### config.mk
export PLATFORM = sky130hd
export DESIGN_NAME = password_lock_controller_core_flat
export DESIGN_NICKNAME = d
export VERILOG_FILES = /design/src/rtl/plc_pkg.sv /design/src/rtl/plc_in_if.sv /design/src/rtl/plc_out_if.sv /design/src/rtl/password_lock_controller_core.sv /design/src/flat_wrapper.sv
export SDC_FILE = /design/constraint.sdc
export NUM_CORES = 1
export LEC_CHECK = 0
export BUFFER_PORTS_ARGS = -buffer_cell sky130_fd_sc_hd__buf_2
export CAP_MARGIN = 0
export CORE_ASPECT_RATIO = 1.75
export CORE_MARGIN = 5
export CORE_UTILIZATION = 46
export DETAILED_ROUTE_END_ITERATION = 12
export GPL_ROUTABILITY_DRIVEN = 0
export PLACE_DENSITY_LB_ADDON = 0.08
export SYNTH_ARGS = -nofsm -noshare
export SYNTH_HDL_FRONTEND = slang
export SYNTH_SLANG_ARGS = --single-unit
export TNS_END_PERCENT = 10
### constraint.sdc
create_clock -name clk -period 5.34 [get_ports clk]
set_input_delay 0.267 -clock clk [delete_from_list [all_inputs] [get_ports clk]]
set_output_delay 0.267 -clock clk [all_outputs]
set_load 0.01 [all_outputs]
### src/rtl/plc_pkg.sv
package plc_pkg;

  localparam int CODE_LENGTH = 5;
  localparam int IDX_W = (CODE_LENGTH > 1) ? $clog2(CODE_LENGTH) : 1;

  localparam int PADDR_W = 5;
  localparam int PDATA_W = 32;

  localparam logic [7:0] ACK_BYTE    = 8'h10;
  localparam logic [7:0] READY_BYTE  = 8'h11;
  localparam logic [7:0] OPEN_BYTE   = 8'h15;
  localparam logic [7:0] CHOICE_OPEN = 8'h2B;

  typedef enum logic [2:0] {
    MODE_SET     = 3'd1,
    MODE_CHOOSE  = 3'd2,
    MODE_OPEN    = 3'd3,
    MODE_CHANGE  = 3'd4,
    MODE_LOCKOUT = 3'd5,
    MODE_TIMED   = 3'd6
  } mode_t;

  localparam logic [1:0] MOTOR_STOP    = 2'd0;
  localparam logic [1:0] MOTOR_FORWARD = 2'd1;
  localparam logic [1:0] MOTOR_REVERSE = 2'd2;

  localparam logic [0:0] KIND_BYTE = 1'b0;
  localparam logic [0:0] KIND_TICK = 1'b1;

  localparam logic [1:0] TX_NONE = 2'd0;
  localparam logic [1:0] TX_PAIR = 2'd2;

  localparam logic [2:0] REG_STOP_TICK         = 3'd0;
  localparam logic [2:0] REG_REVERSE_TICK      = 3'd1;
  localparam logic [2:0] REG_CLOSE_DONE_TICK   = 3'd2;
  localparam logic [2:0] REG_LOCKOUT_DONE_TICK = 3'd3;
  localparam logic [2:0] REG_MAX_RETRIES       = 3'd4;

  localparam logic [7:0] STOP_TICK_RST         = 8'd15;
  localparam logic [7:0] REVERSE_TICK_RST      = 8'd18;
  localparam logic [7:0] CLOSE_DONE_TICK_RST   = 8'd33;
  localparam logic [7:0] LOCKOUT_DONE_TICK_RST = 8'd30;
  localparam logic [1:0] MAX_RETRIES_RST       = 2'd2;

endpackage

### src/rtl/plc_in_if.sv
interface plc_in_if;
  logic       valid;
  logic       ready;
  logic       kind;
  logic [7:0] rx_byte;

  modport source (output valid, output kind, output rx_byte, input ready);
  modport sink (input valid, input kind, input rx_byte, output ready);
endinterface

### src/rtl/plc_out_if.sv
interface plc_out_if;
  logic       valid;
  logic       ready;
  logic [1:0] tx_count;
  logic [7:0] tx_first;
  logic [7:0] tx_second;
  logic [1:0] motor;
  logic       buzzer;
  logic [2:0] mode;

  modport source (output valid, output tx_count, output tx_first, output tx_second,
                  output motor, output buzzer, output mode, input ready);
  modport sink (input valid, input tx_count, input tx_first, input tx_second,
                input motor, input buzzer, input mode, output ready);
endinterface

### src/rtl/password_lock_controller_core.sv
// Password lock controller. Each item (a received link byte or one timer tick) is
// captured in an input register and processed once the output register is free or
// being read, which updates the lock state and loads exactly one result item into the
// output register. The block takes one item per cycle while the output side is ready.
// The input register accepts while it is empty, also while a result waits on the
// output, so one extra item can be absorbed during a stall. The tick thresholds and
// the retry limit are APB registers at byte addresses 0 to 16 and should only be
// written while no item is in flight.
module password_lock_controller_core
  import plc_pkg::*;
(
  input  logic               clk,
  input  logic               rst,
  plc_in_if.sink             rx_item,
  plc_out_if.source          result,
  input  logic               psel,
  input  logic               penable,
  input  logic               pwrite,
  input  logic [PADDR_W-1:0] paddr,
  input  logic [PDATA_W-1:0] pwdata,
  output logic [PDATA_W-1:0] prdata,
  output logic               pready
);

  // Configuration registers
  logic [7:0] stop_tick;
  logic [7:0] reverse_tick;
  logic [7:0] close_done_tick;
  logic [7:0] lockout_done_tick;
  logic [1:0] max_retries;

  // Input and output stages
  logic       in_valid;
  logic       in_kind;
  logic [7:0] in_byte;
  logic       out_valid;
  logic [1:0] out_tx_count;
  logic [7:0] out_tx_first;
  logic [7:0] out_tx_second;
  logic [1:0] out_motor;
  logic       out_buzzer;
  logic [2:0] out_mode;
  logic       advance;

  // Lock state
  mode_t            mode_reg, mode_reg_next;
  logic             await_ready, await_ready_next;
  logic             second_entry, second_entry_next;
  logic [IDX_W-1:0] byte_index, byte_index_next;
  logic [7:0]       first_entry [CODE_LENGTH];
  logic [7:0]       stored_password [CODE_LENGTH];
  logic             mismatch_seen, mismatch_seen_next;
  logic [1:0]       open_retries, open_retries_next;
  logic [1:0]       change_retries, change_retries_next;
  logic [7:0]       tick_count, tick_count_next;
  logic             timed_is_lockout, timed_is_lockout_next;
  logic [1:0]       motor_reg, motor_reg_next;
  logic             buzzer_reg, buzzer_reg_next;

  logic       first_we;
  logic       pw_copy;
  logic [1:0] tx_count;
  logic [7:0] tx_first;
  logic [7:0] tx_second;
  logic       cfg_write;

  // Scratch values of the item processing
  logic       byte_wrong;
  logic       entry_ok;
  logic       last_byte;
  logic [7:0] tick_inc;

  assign pready    = 1'b1;
  assign cfg_write = psel && penable && pwrite;

  always_comb begin
    case (paddr[4:2])
      REG_STOP_TICK:         prdata = {24'd0, stop_tick};
      REG_REVERSE_TICK:      prdata = {24'd0, reverse_tick};
      REG_CLOSE_DONE_TICK:   prdata = {24'd0, close_done_tick};
      REG_LOCKOUT_DONE_TICK: prdata = {24'd0, lockout_done_tick};
      REG_MAX_RETRIES:       prdata = {30'd0, max_retries};
      default:               prdata = '0;
    endcase
  end

  assign advance       = in_valid && (!out_valid || result.ready);
  assign rx_item.ready = !in_valid || advance;

  assign result.valid     = out_valid;
  assign result.tx_count  = out_tx_count;
  assign result.tx_first  = out_tx_first;
  assign result.tx_second = out_tx_second;
  assign result.motor     = out_motor;
  assign result.buzzer    = out_buzzer;
  assign result.mode      = out_mode;

  always_comb begin
    mode_reg_next         = mode_reg;
    await_ready_next      = await_ready;
    second_entry_next     = second_entry;
    byte_index_next       = byte_index;
    mismatch_seen_next    = mismatch_seen;
    open_retries_next     = open_retries;
    change_retries_next   = change_retries;
    tick_count_next       = tick_count;
    timed_is_lockout_next = timed_is_lockout;
    motor_reg_next        = motor_reg;
    buzzer_reg_next       = buzzer_reg;
    first_we              = 1'b0;
    pw_copy               = 1'b0;
    tx_count              = TX_NONE;
    tx_first              = 8'd0;
    tx_second             = 8'd0;

    // During the first set-password entry nothing is compared.
    if (mode_reg == MODE_SET) begin
      byte_wrong = second_entry && (first_entry[byte_index] != in_byte);
    end else begin
      byte_wrong = (stored_password[byte_index] != in_byte);
    end
    entry_ok  = !(mismatch_seen || byte_wrong);
    last_byte = (byte_index == IDX_W'(CODE_LENGTH - 1));
    tick_inc  = tick_count + 8'd1;

    if (in_kind == KIND_TICK) begin
      if (mode_reg == MODE_TIMED) begin
        tick_count_next = tick_inc;
        if (timed_is_lockout) begin
          if (tick_inc == lockout_done_tick) begin
            tick_count_next = 8'd0;
            buzzer_reg_next = 1'b0;
            mode_reg_next   = MODE_CHOOSE;
          end
        end else if (tick_inc == stop_tick) begin
          motor_reg_next = MOTOR_STOP;
        end else if (tick_inc == reverse_tick) begin
          motor_reg_next = MOTOR_REVERSE;
        end else if (tick_inc == close_done_tick) begin
          motor_reg_next  = MOTOR_STOP;
          tick_count_next = 8'd0;
          mode_reg_next   = MODE_CHOOSE;
        end
      end
    end else if (mode_reg == MODE_TIMED) begin
      // Bytes are dropped while the door or lockout sequence runs.
    end else if (await_ready) begin
      if (in_byte == READY_BYTE) begin
        await_ready_next = 1'b0;
      end
    end else if (mode_reg == MODE_CHOOSE) begin
      mode_reg_next    = (in_byte == CHOICE_OPEN) ? MODE_OPEN : MODE_CHANGE;
      await_ready_next = 1'b1;
      tx_count         = TX_PAIR;
      tx_first         = ACK_BYTE;
      tx_second        = {5'd0, mode_reg_next};
    end else begin
      first_we           = (mode_reg == MODE_SET) && !second_entry;
      mismatch_seen_next = mismatch_seen || byte_wrong;
      byte_index_next    = byte_index + 1'b1;
      if (last_byte) begin
        byte_index_next    = '0;
        mismatch_seen_next = 1'b0;
        await_ready_next   = 1'b1;
        case (mode_reg)
          MODE_SET: begin
            second_entry_next = !second_entry;
            if (second_entry) begin
              if (entry_ok) begin
                pw_copy       = 1'b1;
                mode_reg_next = MODE_CHOOSE;
              end
              tx_count  = TX_PAIR;
              tx_first  = ACK_BYTE;
              tx_second = {5'd0, mode_reg_next};
            end
          end
          MODE_OPEN: begin
            tx_count = TX_PAIR;
            tx_first = ACK_BYTE;
            if (entry_ok) begin
              open_retries_next     = 2'd0;
              tx_second             = OPEN_BYTE;
              motor_reg_next        = MOTOR_FORWARD;
              timed_is_lockout_next = 1'b0;
              tick_count_next       = 8'd0;
              mode_reg_next         = MODE_TIMED;
            end else if (open_retries < max_retries) begin
              open_retries_next = open_retries + 2'd1;
              tx_second         = {5'd0, MODE_OPEN};
            end else begin
              open_retries_next     = 2'd0;
              tx_second             = {5'd0, MODE_LOCKOUT};
              buzzer_reg_next       = 1'b1;
              timed_is_lockout_next = 1'b1;
              tick_count_next       = 8'd0;
              mode_reg_next         = MODE_TIMED;
            end
          end
          default: begin
            tx_count = TX_PAIR;
            tx_first = ACK_BYTE;
            if (entry_ok) begin
              change_retries_next = 2'd0;
              mode_reg_next       = MODE_SET;
              tx_second           = {5'd0, MODE_SET};
            end else if (change_retries < max_retries) begin
              change_retries_next = change_retries + 2'd1;
              tx_second           = {5'd0, MODE_CHANGE};
            end else begin
              change_retries_next   = 2'd0;
              tx_second             = {5'd0, MODE_LOCKOUT};
              buzzer_reg_next       = 1'b1;
              timed_is_lockout_next = 1'b1;
              tick_count_next       = 8'd0;
              mode_reg_next         = MODE_TIMED;
            end
          end
        endcase
      end
    end
  end

  always_ff @(posedge clk) begin
    if (rst) begin
      stop_tick         <= STOP_TICK_RST;
      reverse_tick      <= REVERSE_TICK_RST;
      close_done_tick   <= CLOSE_DONE_TICK_RST;
      lockout_done_tick <= LOCKOUT_DONE_TICK_RST;
      max_retries       <= MAX_RETRIES_RST;
    end else if (cfg_write) begin
      case (paddr[4:2])
        REG_STOP_TICK:         stop_tick         <= pwdata[7:0];
        REG_REVERSE_TICK:      reverse_tick      <= pwdata[7:0];
        REG_CLOSE_DONE_TICK:   close_done_tick   <= pwdata[7:0];
        REG_LOCKOUT_DONE_TICK: lockout_done_tick <= pwdata[7:0];
        REG_MAX_RETRIES:       max_retries       <= pwdata[1:0];
        default: ;
      endcase
    end
  end

  always_ff @(posedge clk) begin
    if (rst) begin
      in_valid         <= 1'b0;
      out_valid        <= 1'b0;
      mode_reg         <= MODE_SET;
      await_ready      <= 1'b1;
      second_entry     <= 1'b0;
      byte_index       <= '0;
      mismatch_seen    <= 1'b0;
      open_retries     <= 2'd0;
      change_retries   <= 2'd0;
      tick_count       <= 8'd0;
      timed_is_lockout <= 1'b0;
      motor_reg        <= MOTOR_STOP;
      buzzer_reg       <= 1'b0;
    end else begin
      if (rx_item.ready) begin
        in_valid <= rx_item.valid;
      end
      if (advance) begin
        out_valid        <= 1'b1;
        mode_reg         <= mode_reg_next;
        await_ready      <= await_ready_next;
        second_entry     <= second_entry_next;
        byte_index       <= byte_index_next;
        mismatch_seen    <= mismatch_seen_next;
        open_retries     <= open_retries_next;
        change_retries   <= change_retries_next;
        tick_count       <= tick_count_next;
        timed_is_lockout <= timed_is_lockout_next;
        motor_reg        <= motor_reg_next;
        buzzer_reg       <= buzzer_reg_next;
      end else if (result.ready) begin
        out_valid <= 1'b0;
      end
    end
  end

  always_ff @(posedge clk) begin
    if (rx_item.ready && rx_item.valid) begin
      in_kind <= rx_item.kind;
      in_byte <= rx_item.rx_byte;
    end
    if (advance) begin
      out_tx_count  <= tx_count;
      out_tx_first  <= tx_first;
      out_tx_second <= tx_second;
      out_motor     <= motor_reg_next;
      out_buzzer    <= buzzer_reg_next;
      out_mode      <= mode_reg_next;
      if (first_we) begin
        first_entry[byte_index] <= in_byte;
      end
      if (pw_copy) begin
        stored_password <= first_entry;
      end
    end
  end

`ifndef SYNTHESIS
  a_motor_only_on_door: assert property (@(posedge clk) disable iff (rst)
    (motor_reg != MOTOR_STOP) |-> (mode_reg == MODE_TIMED && !timed_is_lockout))
    else $error("motor driven outside the door sequence");

  a_buzzer_only_on_lockout: assert property (@(posedge clk) disable iff (rst)
    buzzer_reg |-> (mode_reg == MODE_TIMED && timed_is_lockout))
    else $error("buzzer on outside a lockout");

  a_index_in_range: assert property (@(posedge clk) disable iff (rst)
    byte_index <= IDX_W'(CODE_LENGTH - 1))
    else $error("entry byte index out of range");

  a_item_gives_result: assert property (@(posedge clk) disable iff (rst)
    advance |=> out_valid)
    else $error("processed item did not produce a result");

  a_ack_with_pair: assert property (@(posedge clk) disable iff (rst)
    (out_valid && out_tx_count != TX_NONE) |-> (out_tx_first == ACK_BYTE))
    else $error("sent pair without acknowledge byte");
`endif

endmodule
### src/flat_wrapper.sv
// flat-port wrapper written by rule: the top's interface ports become plain ports
module password_lock_controller_core_flat import plc_pkg::*;
  (clk, rst, psel, penable, pwrite, paddr, pwdata, prdata, pready, rx_item_valid, rx_item_kind, rx_item_rx_byte, rx_item_ready, result_valid, result_tx_count, result_tx_first, result_tx_second, result_motor, result_buzzer, result_mode, result_ready);
  plc_in_if rx_item_i ();
  plc_out_if result_i ();
  input  logic clk;
  input  logic rst;
  input  logic psel;
  input  logic penable;
  input  logic pwrite;
  input  logic [PADDR_W-1:0] paddr;
  input  logic [PDATA_W-1:0] pwdata;
  output logic [PDATA_W-1:0] prdata;
  output logic pready;
  input wire logic [$bits(rx_item_i.valid)-1:0] rx_item_valid;
  input wire logic [$bits(rx_item_i.kind)-1:0] rx_item_kind;
  input wire logic [$bits(rx_item_i.rx_byte)-1:0] rx_item_rx_byte;
  output wire logic [$bits(rx_item_i.ready)-1:0] rx_item_ready;
  output wire logic [$bits(result_i.valid)-1:0] result_valid;
  output wire logic [$bits(result_i.tx_count)-1:0] result_tx_count;
  output wire logic [$bits(result_i.tx_first)-1:0] result_tx_first;
  output wire logic [$bits(result_i.tx_second)-1:0] result_tx_second;
  output wire logic [$bits(result_i.motor)-1:0] result_motor;
  output wire logic [$bits(result_i.buzzer)-1:0] result_buzzer;
  output wire logic [$bits(result_i.mode)-1:0] result_mode;
  input wire logic [$bits(result_i.ready)-1:0] result_ready;
  assign rx_item_i.valid = rx_item_valid;
  assign rx_item_i.kind = rx_item_kind;
  assign rx_item_i.rx_byte = rx_item_rx_byte;
  assign rx_item_ready = rx_item_i.ready;
  assign result_valid = result_i.valid;
  assign result_tx_count = result_i.tx_count;
  assign result_tx_first = result_i.tx_first;
  assign result_tx_second = result_i.tx_second;
  assign result_motor = result_i.motor;
  assign result_buzzer = result_i.buzzer;
  assign result_mode = result_i.mode;
  assign result_i.ready = result_ready;
  password_lock_controller_core u_core (.clk(clk), .rst(rst), .rx_item(rx_item_i), .result(result_i), .psel(psel), .penable(penable), .pwrite(pwrite), .paddr(paddr), .pwdata(pwdata), .prdata(prdata), .pready(pready));
endmodule
# After elaboration in Yosys (flattened, before gate mapping)
# Cells that the tools add are included.
# word_totals
ff_bits,174
in_bits,53
out_inout_bits,59
elab_cells,233
# op_classes
add_sub_neg,4
n_lt_le_gt_ge,4
eq_ne,26
mux,116
bitwise_logic,8
n_reduce_logical,36
# op_table
cell,n
$mux 8,22
$mux 3,23
$bmux 8 s3,2
$bwmux 40,1
$mux 2,20
$pmux 8 s5,1
$mux 1,37
$eq 8x8->1,4
$pmux 8 s2,2
$demux 8 s3,1
$reduce_and 7->1,3
$mux 5,4
$reduce_and 10->1,2
$ne 8x8->1,2
$reduce_and 2->1,7
$eq 3x2->1 const B,4
$eq 3x3->1 const B,3
$add 8x1->8 const B,1
$eq 8x5->1 const B,1
$eq 8x6->1 const B,1
$ne 2x2->1 const B,4
$logic_and 1x1->1,7
$not 1->1,7
$eq 3x1->1 const B,2
23 further kinds,33

# Depth between registers and ports, before layout
# Gate-level depths: netlist of the first run.
# depth
depth_word,17
depth_mapped,14
ltp_nobuf,10

# Worst setup path after synthesis of the first run
# No wires, ideal clock.
# synth_path
path_type,register -> register
start,reg u_core.byte_index[0]
end,"reg u_core.stored_password[0] (netlist bit), enable pin"
setup_time_ps,437
t_arrival_ps,4230
required_time_ps,4903
slack_ps,673
stages_incl_launch_ff,12
path_buffers,3
synth_period_minus_slack_ps,4667
cell_sequence,dfxtp_1 -> buf_2 -> buf_2 -> mux2_2 -> a221oi_1 -> xnor2_1 -> a2111oi_1 -> a21oi_1 -> o31ai_4 -> buf_2 -> nand2_1 -> nor2_1
# synth_via
elab_chain_len,17
elab_cells_between_ends,22
cone_classes,eq/ne (3); mux (15); bitwise (1); reduce/logical (3)
# synth_lines
element,line,text
"start, declared",password_lock_controller_core.sv:49,"logic [IDX_W-1:0] byte_index, byte_index_next;"
"start signal, assigned",password_lock_controller_core.sv:267,byte_index <= byte_index_next;
$not 3->4 (not written as such),"password_lock_controller_core.sv:118, password_lock_controller_core.sv:120",
$bmux 8 s3,password_lock_controller_core.sv:118,byte_wrong = second_entry && (first_entry[byte_index] != in_byte);
$mux 8 (not written as such) (2 in series),password_lock_controller_core.sv:118,
$ne 8x8->1,password_lock_controller_core.sv:118,
$logic_and 1x1->1,password_lock_controller_core.sv:118,
$mux 1,password_lock_controller_core.sv:117,if (mode_reg == MODE_SET) begin
$logic_or 1x1->1,password_lock_controller_core.sv:122,entry_ok = !(mismatch_seen || byte_wrong);
$mux 1,password_lock_controller_core.sv:169,if (entry_ok) begin
$mux 1,password_lock_controller_core.sv:168,if (second_entry) begin
$mux 1,password_lock_controller_core.sv:165,case (mode_reg)
$mux 1 *,password_lock_controller_core.sv:161,if (last_byte) begin
$mux 1 *,password_lock_controller_core.sv:151,end else if (mode_reg == MODE_CHOOSE) begin
$mux 1 *,password_lock_controller_core.sv:147,end else if (await_ready) begin
$mux 1 *,password_lock_controller_core.sv:145,end else if (mode_reg == MODE_TIMED) begin
$mux 1 *,password_lock_controller_core.sv:126,if (in_kind == KIND_TICK) begin
$reduce_and 2->1 (no line) *,n/a,
"end signal, assigned",password_lock_controller_core.sv:297,stored_password <= first_entry;
"end, declared",password_lock_controller_core.sv:51,logic [7:0] stored_password [CODE_LENGTH];
# Every way passes the cells marked *; elsewhere a longest branch is shown, timed or not. The select of a mux whose other input is x is not followed.
# A chain may end at the register's enable or synchronous reset.

# Final worst setup path of the first run
# layout_path
start,reg u_core.byte_index[1]
end,reg u_core.mode_reg[0]
# layout_via
elab_chain_len,16
elab_cells_between_ends,23
cone_classes,eq/ne (3); mux (17); bitwise (1); reduce/logical (2)
# layout_lines
element,line,text
$not 3->4 (not written as such),"password_lock_controller_core.sv:118, password_lock_controller_core.sv:120",
$bmux 8 s3,password_lock_controller_core.sv:118,
$mux 8 (not written as such) (2 in series),password_lock_controller_core.sv:118,
$ne 8x8->1,password_lock_controller_core.sv:118,
$logic_and 1x1->1,password_lock_controller_core.sv:118,
$mux 1,password_lock_controller_core.sv:117,
$logic_or 1x1->1,password_lock_controller_core.sv:122,
$mux 3,password_lock_controller_core.sv:169,
$mux 3,password_lock_controller_core.sv:168,
$pmux 3 s2,password_lock_controller_core.sv:165,
$mux 3 *,password_lock_controller_core.sv:161,
$mux 3 *,password_lock_controller_core.sv:151,
$mux 3 *,password_lock_controller_core.sv:147,
$mux 3 *,password_lock_controller_core.sv:145,
$mux 3 *,password_lock_controller_core.sv:126,
"end signal, assigned",password_lock_controller_core.sv:264,mode_reg <= mode_reg_next;
"end, declared",password_lock_controller_core.sv:46,"mode_t mode_reg, mode_reg_next;"
# Marks and branches as above.

==> flow_metrics.tcl, run 1 <==
set metrics [dict create \
    status "finished clean" \
    grt_setup_unrepaired "false" \
    die_w_um 113 \
    post_drt_wl_per_cell_um 20.4 \
    worstPathRequired_ns 5.66 \
    antenna_found_initial 0 \
    finalPower_mw 2.65 \
    grt_pass1_wl_mm 34.5 \
    synth_seq_cells 161 \
    cp_num_buf_inv 1 \
    clock_sinks 161 \
    die_h_um 191 \
    reg2reg_slack_ns 1.17 \
    worst_path_largest_cell_delay_ns 1.01 \
    r2r_cells 10 \
    skew_ns 0.0150 \
    utilization_pct 51.1 \
    hold_viol 0 \
    cts_tree "yes" \
    place_area_um2 8880 \
    grt_use_total_pct 20.9 \
    cts_max_path_buffers 2 \
    final_antenna_net_count 0 \
    synthCells 797 \
    synth_edf_count 100 \
    post-place-ws_ns 1.13 \
    ios 112 \
    htree_levels 4 \
    fin_tns_setup_ns 0 \
    clk_pin_slew_ns 0.07 \
    path_cells "mux2_1, a221oi_1, a211oi_1, a2111oi_1, a21oi_1, o31ai_4, buf_4, mux2_1, o21a_1, o311ai_1" \
    hold_path_depth 1 \
    post_cts.repair.setup_buffers 0 \
    max_freq_mhz 240 \
    synth_flop_cell "edfxtp_1" \
    seq_area_frac_synth_pct 49.1 \
    cts_resized 0 \
    netlist_area_um2 8600 \
    cp_common_cell "mux2_1" \
    grt_pass1_vias 6475 \
    rows 66 \
    end_kind "flip-flop" \
    fp.coreArea_um2 18500 \
    ys_async_sr_fraction_pct 0 \
    dr.pass1.iters 4 \
    power.leakage_nw 3.45 \
    r2r_start "u_core.byte_index[1]$_SDFFE_PP0P_" \
    antenna_cells 0 \
    r2r_end "u_core.mode_reg[0]$_SDFFE_PP1P_" \
    grt_overflow 0 \
    ctsHoldBuffers 0 \
    viasPerCell 5.72 \
    synth_cell_types 78 \
    hold_path_end "u_core.in_byte[1]$_DFFE_PP_" \
    whs_ns 0.0200 \
    slew_headroom_pct 26.0 \
    path_delay_family "compound AO/OA/AOI/OAI gates" \
    cp_slowest_cell "dfxtp_1" \
    drt_iter0_markers 381 \
    reg.largest.list "u_core.first_entry: 40 flops, u_core.stored_password: 40 flops" \
    cts_made_buffers 17 \
    drc 0 \
    finalNonFillerCells 1075 \
    power.density_nw_per_um2 280 \
    clock_latency_ns 0.43 \
    cp.arrival_ns 4.50 \
    finalNetCount 884 \
    timing.setup.critical_path_class "reg2reg" \
    syn_avg_cell_area_um2 10.8 \
    hp-class "in2reg" \
    worst_slack_ns 1.17 \
    cp-start-kind "flip-flop" \
    dp_cells 1044 \
    drive_gt1_share_pct 15.3 \
    dieArea_um2 21600 \
    synthToLayoutAreaGrowth_pct 10.0 \
    worst_pin_slew_ns 1.11 \
    grt_max_degree 48 \
    portBuffers 48 \
    vias 6144 \
    maxCapViolCount 0 \
    wirelength_mm 22.0 \
    start_util_pct 46.5 \
    dp_hpwl_mm 16.5 \
    fin_area_um2 9460 \
    drv_slew 0 \
    finalCriticalPeriod_ns 4.17 \
    finalSetupViolCount 0 \
    root_buffer "clkbuf_16" \
    path_max_fanout 26 \
    yosys_warnings 0 \
    period_share_pct 78.1 \
    ir_drop_v 0.000184 \
    min_from "rx_item_rx_byte[1]" \
]
==> final cells by class <==
class	count	area [um2]
Multi-Input combinational cell	575	3990
Fill cell	1710	9040
Inverter	10	37.5
Sequential cell	161	4220
Clock buffer	18	429
Tap cell	238	298
Timing Repair Buffer	60	330
Clock inverter	13	150
==> Yosys cell counts (all sizes together) (7+ instances only) <==
master | number | share of area [%]
a31oi | 7 | 0.51
xnor2 | 22 | 2.2
a221oi | 7 | 0.92
and3 | 7 | 0.51
nor3 | 22 | 1.3
buf | 57 | 4.6
nand4 | 9 | 0.83
nand2b | 15 | 1.1
clkbuf | 29 | 1.3
mux2i | 47 | 5.5
nand3 | 18 | 1.0
nand3b | 11 | 0.96
edfxtp | 100 | 35
nand2 | 53 | 2.3
a211oi | 8 | 0.70
dfxtp | 61 | 14
nor3b | 7 | 0.61
mux2 | 20 | 2.6
a21oi | 32 | 1.9
o21ai | 39 | 2.3
inv | 10 | 0.44
nor2b | 14 | 1.0
and2 | 8 | 0.58
nor2 | 71 | 3.1
a32o | 11 | 1.4
xor2 | 14 | 1.4
a21o | 8 | 0.70
==> layer usage <==
| metal | wire (um) | share of wire, % | vias up | track usage, % |
|---|---|---|---|---|
| met4 | 865 | 3.9 | 0 | 11.9 |
| li1 | - | - | 2926 | - |
| met2 | 12900 | 59 | 138 | 41.4 |
| met1 | 7670 | 35 | 3039 | 20.0 |
| met3 | 510 | 2.3 | 41 | 2.79 |
| met5 | 0 | 0 | - | 0 |
==> worst reg2reg max path: cells and delay by family (launching register included) <==
kind                   cells  cell delay [ns]
multiplexers               2             0.75
AO/OA/AOI/OAI              7             2.06
buffers and inverters      1             0.26
flip-flops                 1             1.01
==> layout by cell type, fill, tap and decap left out, types with 15 or more instances in the layout <==
cell	count
conb_1	37
nor2_1	69
xnor2_1	22
edfxtp_1	100
nor3_1	18
nand2_1	53
nand3_1	18
buf_2	48
o21ai_0	24
clkbuf_16	17
dfxtp_1	61
o21ai_1	15
mux2i_1	47
nand2b_1	15
a21oi_1	32
==> logic make-up (layout without fill, tap and decap cells) <==
family | Yosys count | count (layout) | share of synthesized area [%]
AND/OR/NAND/NOR | 269 | 269 | 16.7
flip-flops | 161 | 161 | 49.1
AO/OA/AOI/OAI | 150 | 150 | 12.5
buffers and inverters | 96 | 101 | 6.33
multiplexers | 73 | 73 | 9.66
XOR/XNOR | 40 | 40 | 4.73
adder cells (fa/ha/maj) | 6 | 6 | 0.873
other | 2 | 37 | 0.0873
==> worst max-delay path by stage <==
stage	slack (ns)	depth (start not counted)	endpoint	from
3_5_place_dp	1.13	11	u_core.mode_reg[0]$_SDFFE_PP1P_	u_core.byte_index[1]$_SDFFE_PP0P_
2_1_floorplan	0.67	11	u_core.stored_password[0]$_DFFE_PP_	u_core.byte_index[0]$_SDFFE_PP0P_
4_1_cts	1.13	11	u_core.mode_reg[0]$_SDFFE_PP1P_	u_core.byte_index[1]$_SDFFE_PP0P_
3_3_place_gp	1.20	11	u_core.mode_reg[0]$_SDFFE_PP1P_	u_core.byte_index[1]$_SDFFE_PP0P_
6_report	1.17	10	u_core.mode_reg[0]$_SDFFE_PP1P_	u_core.byte_index[1]$_SDFFE_PP0P_
5_1_grt	0.90	10	u_core.tick_count[3]$_SDFFE_PP0P_	u_core.byte_index[1]$_SDFFE_PP0P_
==> report_power, final <==
group	switching (mW)	total [mW]	internal (mW)
Clock	0.512	1.21	0.697
Combinational	0.0647	0.0989	0.0342
Sequential	0.0161	1.34	1.32
Power figures use the tool's default switching activity.
==> run 2, diff against run 1 <==
==> constraint.sdc (replaced) <==
create_clock -name clk -period 3.7 [get_ports clk]
set_input_delay 0.185 -clock clk [delete_from_list [all_inputs] [get_ports clk]]
set_output_delay 0.185 -clock clk [all_outputs]
set_load 0.01 [all_outputs]
==> run 2 against run 1 <==
Die area did not move. Largest cell class unchanged. Cell area increased by 3.0%. Sequential share of layout area fell by 1.3 points. Critical path depth is 1 lower. Largest power group unchanged.
==> flow_metrics.tcl, run 2 (synthesis results as in run 1) <==
set metrics [dict create \
    drive_gt1_share_pct 16.7 \
    drc 0 \
    post-place-ws_ns 0.218 \
    ios 112 \
    worst_pin_slew_ns 1.17 \
    cp-startpoint "u_core.tick_count[2]$_SDFFE_PP0P_" \
    clock_latency_ns 0.42 \
    clk_pin_slew_ns 0.07 \
    status "finished clean" \
    portBuffers 48 \
    end_kind "flip-flop" \
    antenna_found_initial 0 \
    reg.largest.list "u_core.first_entry: 40 flops, u_core.stored_password: 40 flops" \
    fp.coreArea_um2 18500 \
    grt_overflow 0 \
    rows 66 \
    drv_slew 0 \
    maxCapViolCount 0 \
    reg2reg_slack_ns 0.20 \
    power.density_nw_per_um2 393 \
    grt_pass1_vias 6466 \
    path_max_fanout 13 \
    dieArea_um2 21600 \
    viasPerCell 5.64 \
    hold_path_end "u_core.lockout_done_tick[4]$_SDFFE_PP1P_" \
    hp-class "in2reg" \
    hold_path_depth 3 \
    grt_use_met2_pct 41.6 \
    post_drt_wl_per_cell_um 20.3 \
    period_share_pct 94.6 \
    die_w_um 113 \
    grt_pass1_wl_mm 35.1 \
    r2r_start "u_core.tick_count[2]$_SDFFE_PP0P_" \
    start_util_pct 46.5 \
    grt_max_degree 48 \
    path_cells "nand4_1, nor2_1, xor3_1, a2111oi_0, buf_4, nand4_1, and2_1, o31ai_1, o21ai_1" \
    slew_headroom_pct 21.6 \
    root_buffer "clkbuf_16" \
    worst_path_largest_cell_delay_ns 0.60 \
    final_antenna_net_count 0 \
    gr-usage-met1_pct 21.0 \
    dr.pass1.iters 5 \
    hold_viol 0 \
    cts_tree "yes" \
    cp_common_cell "nand4_1" \
    grt_busiest_layer "met2" \
    finalSetupViolCount 0 \
    min_from "pwdata[4]" \
    max_freq_mhz 286 \
    drt_iter0_markers 348 \
    cts_max_path_buffers 2 \
    synthToLayoutAreaGrowth_pct 13.3 \
    cp_num_buf_inv 1 \
    finalCriticalPeriod_ns 3.50 \
    wirelength_mm 22.5 \
    cts_made_buffers 17 \
    cp.arrival_ns 3.65 \
    worst_slack_ns 0.201 \
    clock_sinks 161 \
    skew_ns 0.0101 \
    power.leakage_nw 3.61 \
    die_h_um 191 \
    path_delay_family "simple AND/OR/NAND/NOR gates" \
    grtUsageMet3_pct 3.14 \
    fin_tns_setup_ns 0 \
    grt_setup_unrepaired "false" \
    final_cell_mix "edfxtp_1, nor2_1, dfxtp_1, nand2_1, buf_2" \
    timing.setup.critical_path_class "reg2reg" \
    ir_drop_v 0.000273 \
    utilization_pct 52.7 \
    cp-start-kind "flip-flop" \
    worstPathRequired_ns 3.85 \
    htree_levels 4 \
    r2r_cells 9 \
    vias 6243 \
    finalNetCount 915 \
    grt_use_total_pct 21.3 \
    layout_commonest_cell "edfxtp_1" \
    r2r_end "u_core.result.mode[2]$_DFFE_PP_" \
    cp_slowest_cell "dfxtp_1" \
    antenna_cells 0 \
    nFillCells 1687 \
    dp_hpwl_mm 16.9 \
]
run 2: cell count changes in the layout (fill, tap and decap cells not counted), moves of 2 or more:
cell | previous run | this run
nor3_2 | 4 | 1
inv_6 | 6 | 4
nor3_1 | 18 | 21
dlygate4sd3_1 | 0 | 10
buf_12 | 0 | 3
clkinv_4 | 1 | 4
buf_4 | 12 | 30
clkinv_1 | 0 | 3
run 2: power breakdown:
| part | switching, mW | internal [mW] |
|---|---|---|
| combinational | 0.101 | 0.0587 |
| sequential | 0.0210 | 1.91 |
| clock | 0.741 | 1.00 |
| total | 0.862 | 2.97 |
run 2: worst max path at each step:
stage                                                      to  slack (ns)  depth (start not counted)
after CTS                     u_core.result.mode[1]$_DFFE_PP_        0.18                         13
after global placement        u_core.result.mode[1]$_DFFE_PP_        0.24                         13
after floorplan           u_core.stored_password[0]$_DFFE_PP_        0.12                         11
after global routing          u_core.result.mode[1]$_DFFE_PP_        0.01                         13
after detailed placement      u_core.result.mode[2]$_DFFE_PP_        0.22                          9
final                         u_core.result.mode[2]$_DFFE_PP_        0.20                          9
run 2: final cells by class:
| class | instances | area, um2 | share of cell area, % |
|---|---|---|---|
| clock inverter | 15 | 158 | 1.62 |
| timing repair buffer | 91 | 626 | 6.42 |
| sequential | 161 | 4220 | 43.3 |
| clock buffer | 17 | 425 | 4.37 |
| inverter | 10 | 37.5 | 0.385 |
| multi-input combinational | 575 | 3980 | 40.8 |
| tap | 238 | 298 | 3.06 |
run 2: tightest hold or removal path: cells and delay by family:
| kind | cells | cell delay, ns |
|---|---|---|
| buffers and inverters | 1 | 0.11 |
| muxes | 1 | 0.07 |
| and+or+nand+nor | 1 | 0.06 |
run 2: per-layer routing:
layer | vias up | part of all wire [%]
met5 | - | 0
met1 | 3044 | 35
li1 | 3000 | -
met4 | 0 | 4.7
met3 | 58 | 2.8
met2 | 141 | 57
run 2: stage by stage:
step	cell area, um2	total power, mW	hold WS [ns]	cells
finish	9750	3.83	0.0215	1107
global route	9750	3.97	0.0184	1107
CTS	9750	3.87	0.00530	1107
detailed placement	9060	2.12	0.364	1065
global placement	9060	2.12	0.363	1065
floorplan	8740	2.09	0.284	832
run 2: what timing repair did:
item,4_1_cts,5_1_grt
setup endpoints to repair,0,0
setup buffers,0,0
hold buffers,10,0
endpoints found under the hold margin,10,0
gates resized for setup,0,0
==> run 3, diff against run 2 <==
--- a/config.mk
+++ b/config.mk
@@ -5,6 +5,7 @@
 export SDC_FILE = /design/constraint.sdc
 export NUM_CORES = 1
 export LEC_CHECK = 0
+export ABC_AREA = 0
 export BUFFER_PORTS_ARGS = -buffer_cell sky130_fd_sc_hd__buf_2
 export CAP_MARGIN = 0
 export CORE_ASPECT_RATIO = 1.75
@@ -12,7 +13,7 @@
 export CORE_UTILIZATION = 46
 export DETAILED_ROUTE_END_ITERATION = 12
 export GPL_ROUTABILITY_DRIVEN = 0
-export PLACE_DENSITY_LB_ADDON = 0.08
+export PLACE_DENSITY = 0.68
 export SYNTH_ARGS = -nofsm -noshare
 export SYNTH_HDL_FRONTEND = slang
 export SYNTH_SLANG_ARGS = --single-unit
==> run 3 against run 2 <==
Utilization is 0.22 points lower. Count of clock-buffer cells in the layout stayed put. Critical endpoint is now u_core.mode_reg[0]$_SDFFE_PP1P_. Sequential power hardly changed. Via count hardly changed. Final cell count hardly changed. Wire length is 5.1% lower. Fmax is 1.5% higher. Clock power is 5% lower. Non-clock buffer count is 1 lower. Cell area is 0.42% lower. Register-to-register slack better by 0.05 ns. Highest routed layer unchanged. Sequential share of layout area is 0.21 points higher.
==> flow_metrics.tcl, run 3 (synthesis results as in run 1) <==
set metrics [dict create \
    synthToLayoutAreaGrowth_pct 12.8 \
    end_kind "flip-flop" \
    path_cells "buf_12, nor3_2, a32o_1, a211oi_1, a2111oi_1, a21oi_1, o31ai_4, mux2_1, o21a_1, o311ai_1" \
    final_cell_mix "edfxtp_1, nor2_1, dfxtp_1, nand2_1, buf_2" \
    antenna_found_initial 0 \
    ios 112 \
    final_antenna_net_count 0 \
    portBuffers 48 \
    drv_slew 0 \
    dieArea_um2 21600 \
    cp-start-kind "flip-flop" \
    place_area_um2 9040 \
    rows 66 \
    min_from "pwdata[4]" \
    drt_iter0_markers 344 \
    start_util_pct 46.5 \
    drc 0 \
    antenna_cells 0 \
    cts_max_path_buffers 2 \
    power.density_nw_per_um2 387 \
    grt_setup_unrepaired "false" \
    cp.arrival_ns 3.77 \
    skew_ns 0.0114 \
    htree_levels 4 \
    utilization_pct 52.5 \
    fp.coreArea_um2 18500 \
    hold_viol 0 \
    status "finished clean" \
    cts_tree "yes" \
    grt_pass1_wl_mm 32.5 \
    hp-class "in2reg" \
    cp_slowest_cell "a2111oi_1" \
    power.leakage_nw 3.59 \
    dp_hpwl_mm 15.8 \
    reg.largest.list "u_core.first_entry: 40 flops, u_core.stored_password: 40 flops" \
    maxCapViolCount 0 \
    die_h_um 191 \
    worstPathRequired_ns 4.02 \
    nFillCells 1679 \
    layout_commonest_cell "edfxtp_1" \
    cp-startpoint "u_core.byte_index[1]$_SDFFE_PP0P_" \
    ir_drop_v 0.000282 \
    dr.pass1.iters 5 \
    r2r_start "u_core.byte_index[1]$_SDFFE_PP0P_" \
    grt_max_degree 46 \
    slew_headroom_pct 30.5 \
    fin_area_um2 9700 \
    cts_made_buffers 17 \
    fin_tns_setup_ns 0 \
    period_share_pct 93.2 \
    wirelength_mm 21.3 \
    clock_latency_ns 0.43 \
    grt_pass1_vias 6208 \
    finalCriticalPeriod_ns 3.45 \
    clk_pin_slew_ns 0.07 \
    clock_sinks 161 \
    vias 6246 \
    grt_overflow 0 \
    drive_gt1_share_pct 16.9 \
    die_w_um 113 \
    worst_pin_slew_ns 1.04 \
    finalPower_mw 3.75 \
    viasPerCell 5.65 \
    timing.setup.critical_path_class "reg2reg" \
    max_freq_mhz 290 \
    grt_use_total_pct 19.8 \
    path_max_fanout 45 \
    post_drt_wl_per_cell_um 19.3 \
    whs_ns 0.0160 \
    root_buffer "clkbuf_16" \
    worst_path_largest_cell_delay_ns 0.59 \
    finalNetCount 914 \
    finalSetupViolCount 0 \
]
[run 3: where the power goes]
part / internal [mW] / switching [mW]
Combinational: 0.0584 / 0.100
Sequential: 1.91 / 0.0188
Clock: 0.930 / 0.733
Total: 2.90 / 0.852
[run 3: path summary, 6_finish.rpt]
path	endpoint	depth (start not counted)	slack [ns]
max	u_core.mode_reg[0]$_SDFFE_PP1P_	10	0.25
min	u_core.lockout_done_tick[4]$_SDFFE_PP1P_	3	0.02
max reg2reg	u_core.mode_reg[0]$_SDFFE_PP1P_	10	0.25
min reg2reg	u_core.stored_password[15]$_DFFE_PP_	0	0.44
[run 3: worst max-delay path, delay by kind of cell (launching register included)]
kind / cells / cell delay, ns
multiplexers: 1 / 0.37
AND/OR/NAND/NOR: 1 / 0.56
buffers and inverters: 1 / 0.17
AO/OA/AOI/OAI: 7 / 1.89
flip-flops: 1 / 0.32
[run 3: metal layers]
metal  wire length, um  track usage [%]  part of all wire, %
met5                 0                0                    0
met1              7120             18.6                   33
met2             12400             39.1                   58
met3               740             3.30                  3.5
met4              1060             11.3                  5.0
[run 3: what timing repair did]
item | in CTS | in global routing
hold endpoints to repair | 10 | 0
setup buffers | 0 | 0
resized for setup | 0 | 2
hold buffers | 10 | 0
setup endpoints to repair | 0 | 10
[run 3: final cells by class]
| class | count | area, um2 | share of cell area (%) |
|---|---|---|---|
| inverters | 10 | 37.5 | 0.387 |
| well taps | 238 | 298 | 3.07 |
| clock buffers | 17 | 425 | 4.38 |
| clock inverters | 15 | 134 | 1.38 |
| flip-flops and latches | 161 | 4230 | 43.6 |
| repair buffers | 90 | 606 | 6.24 |
| multi-input cells | 575 | 3980 | 41.0 |
[run 3: per-stage QoR]
step                instances  worst slack (ns)
detailed placement       1064             0.118
global placement         1064             0.151
CTS                      1106             0.107
finish                   1106             0.253
floorplan                 832             0.118
global route             1106            0.0528
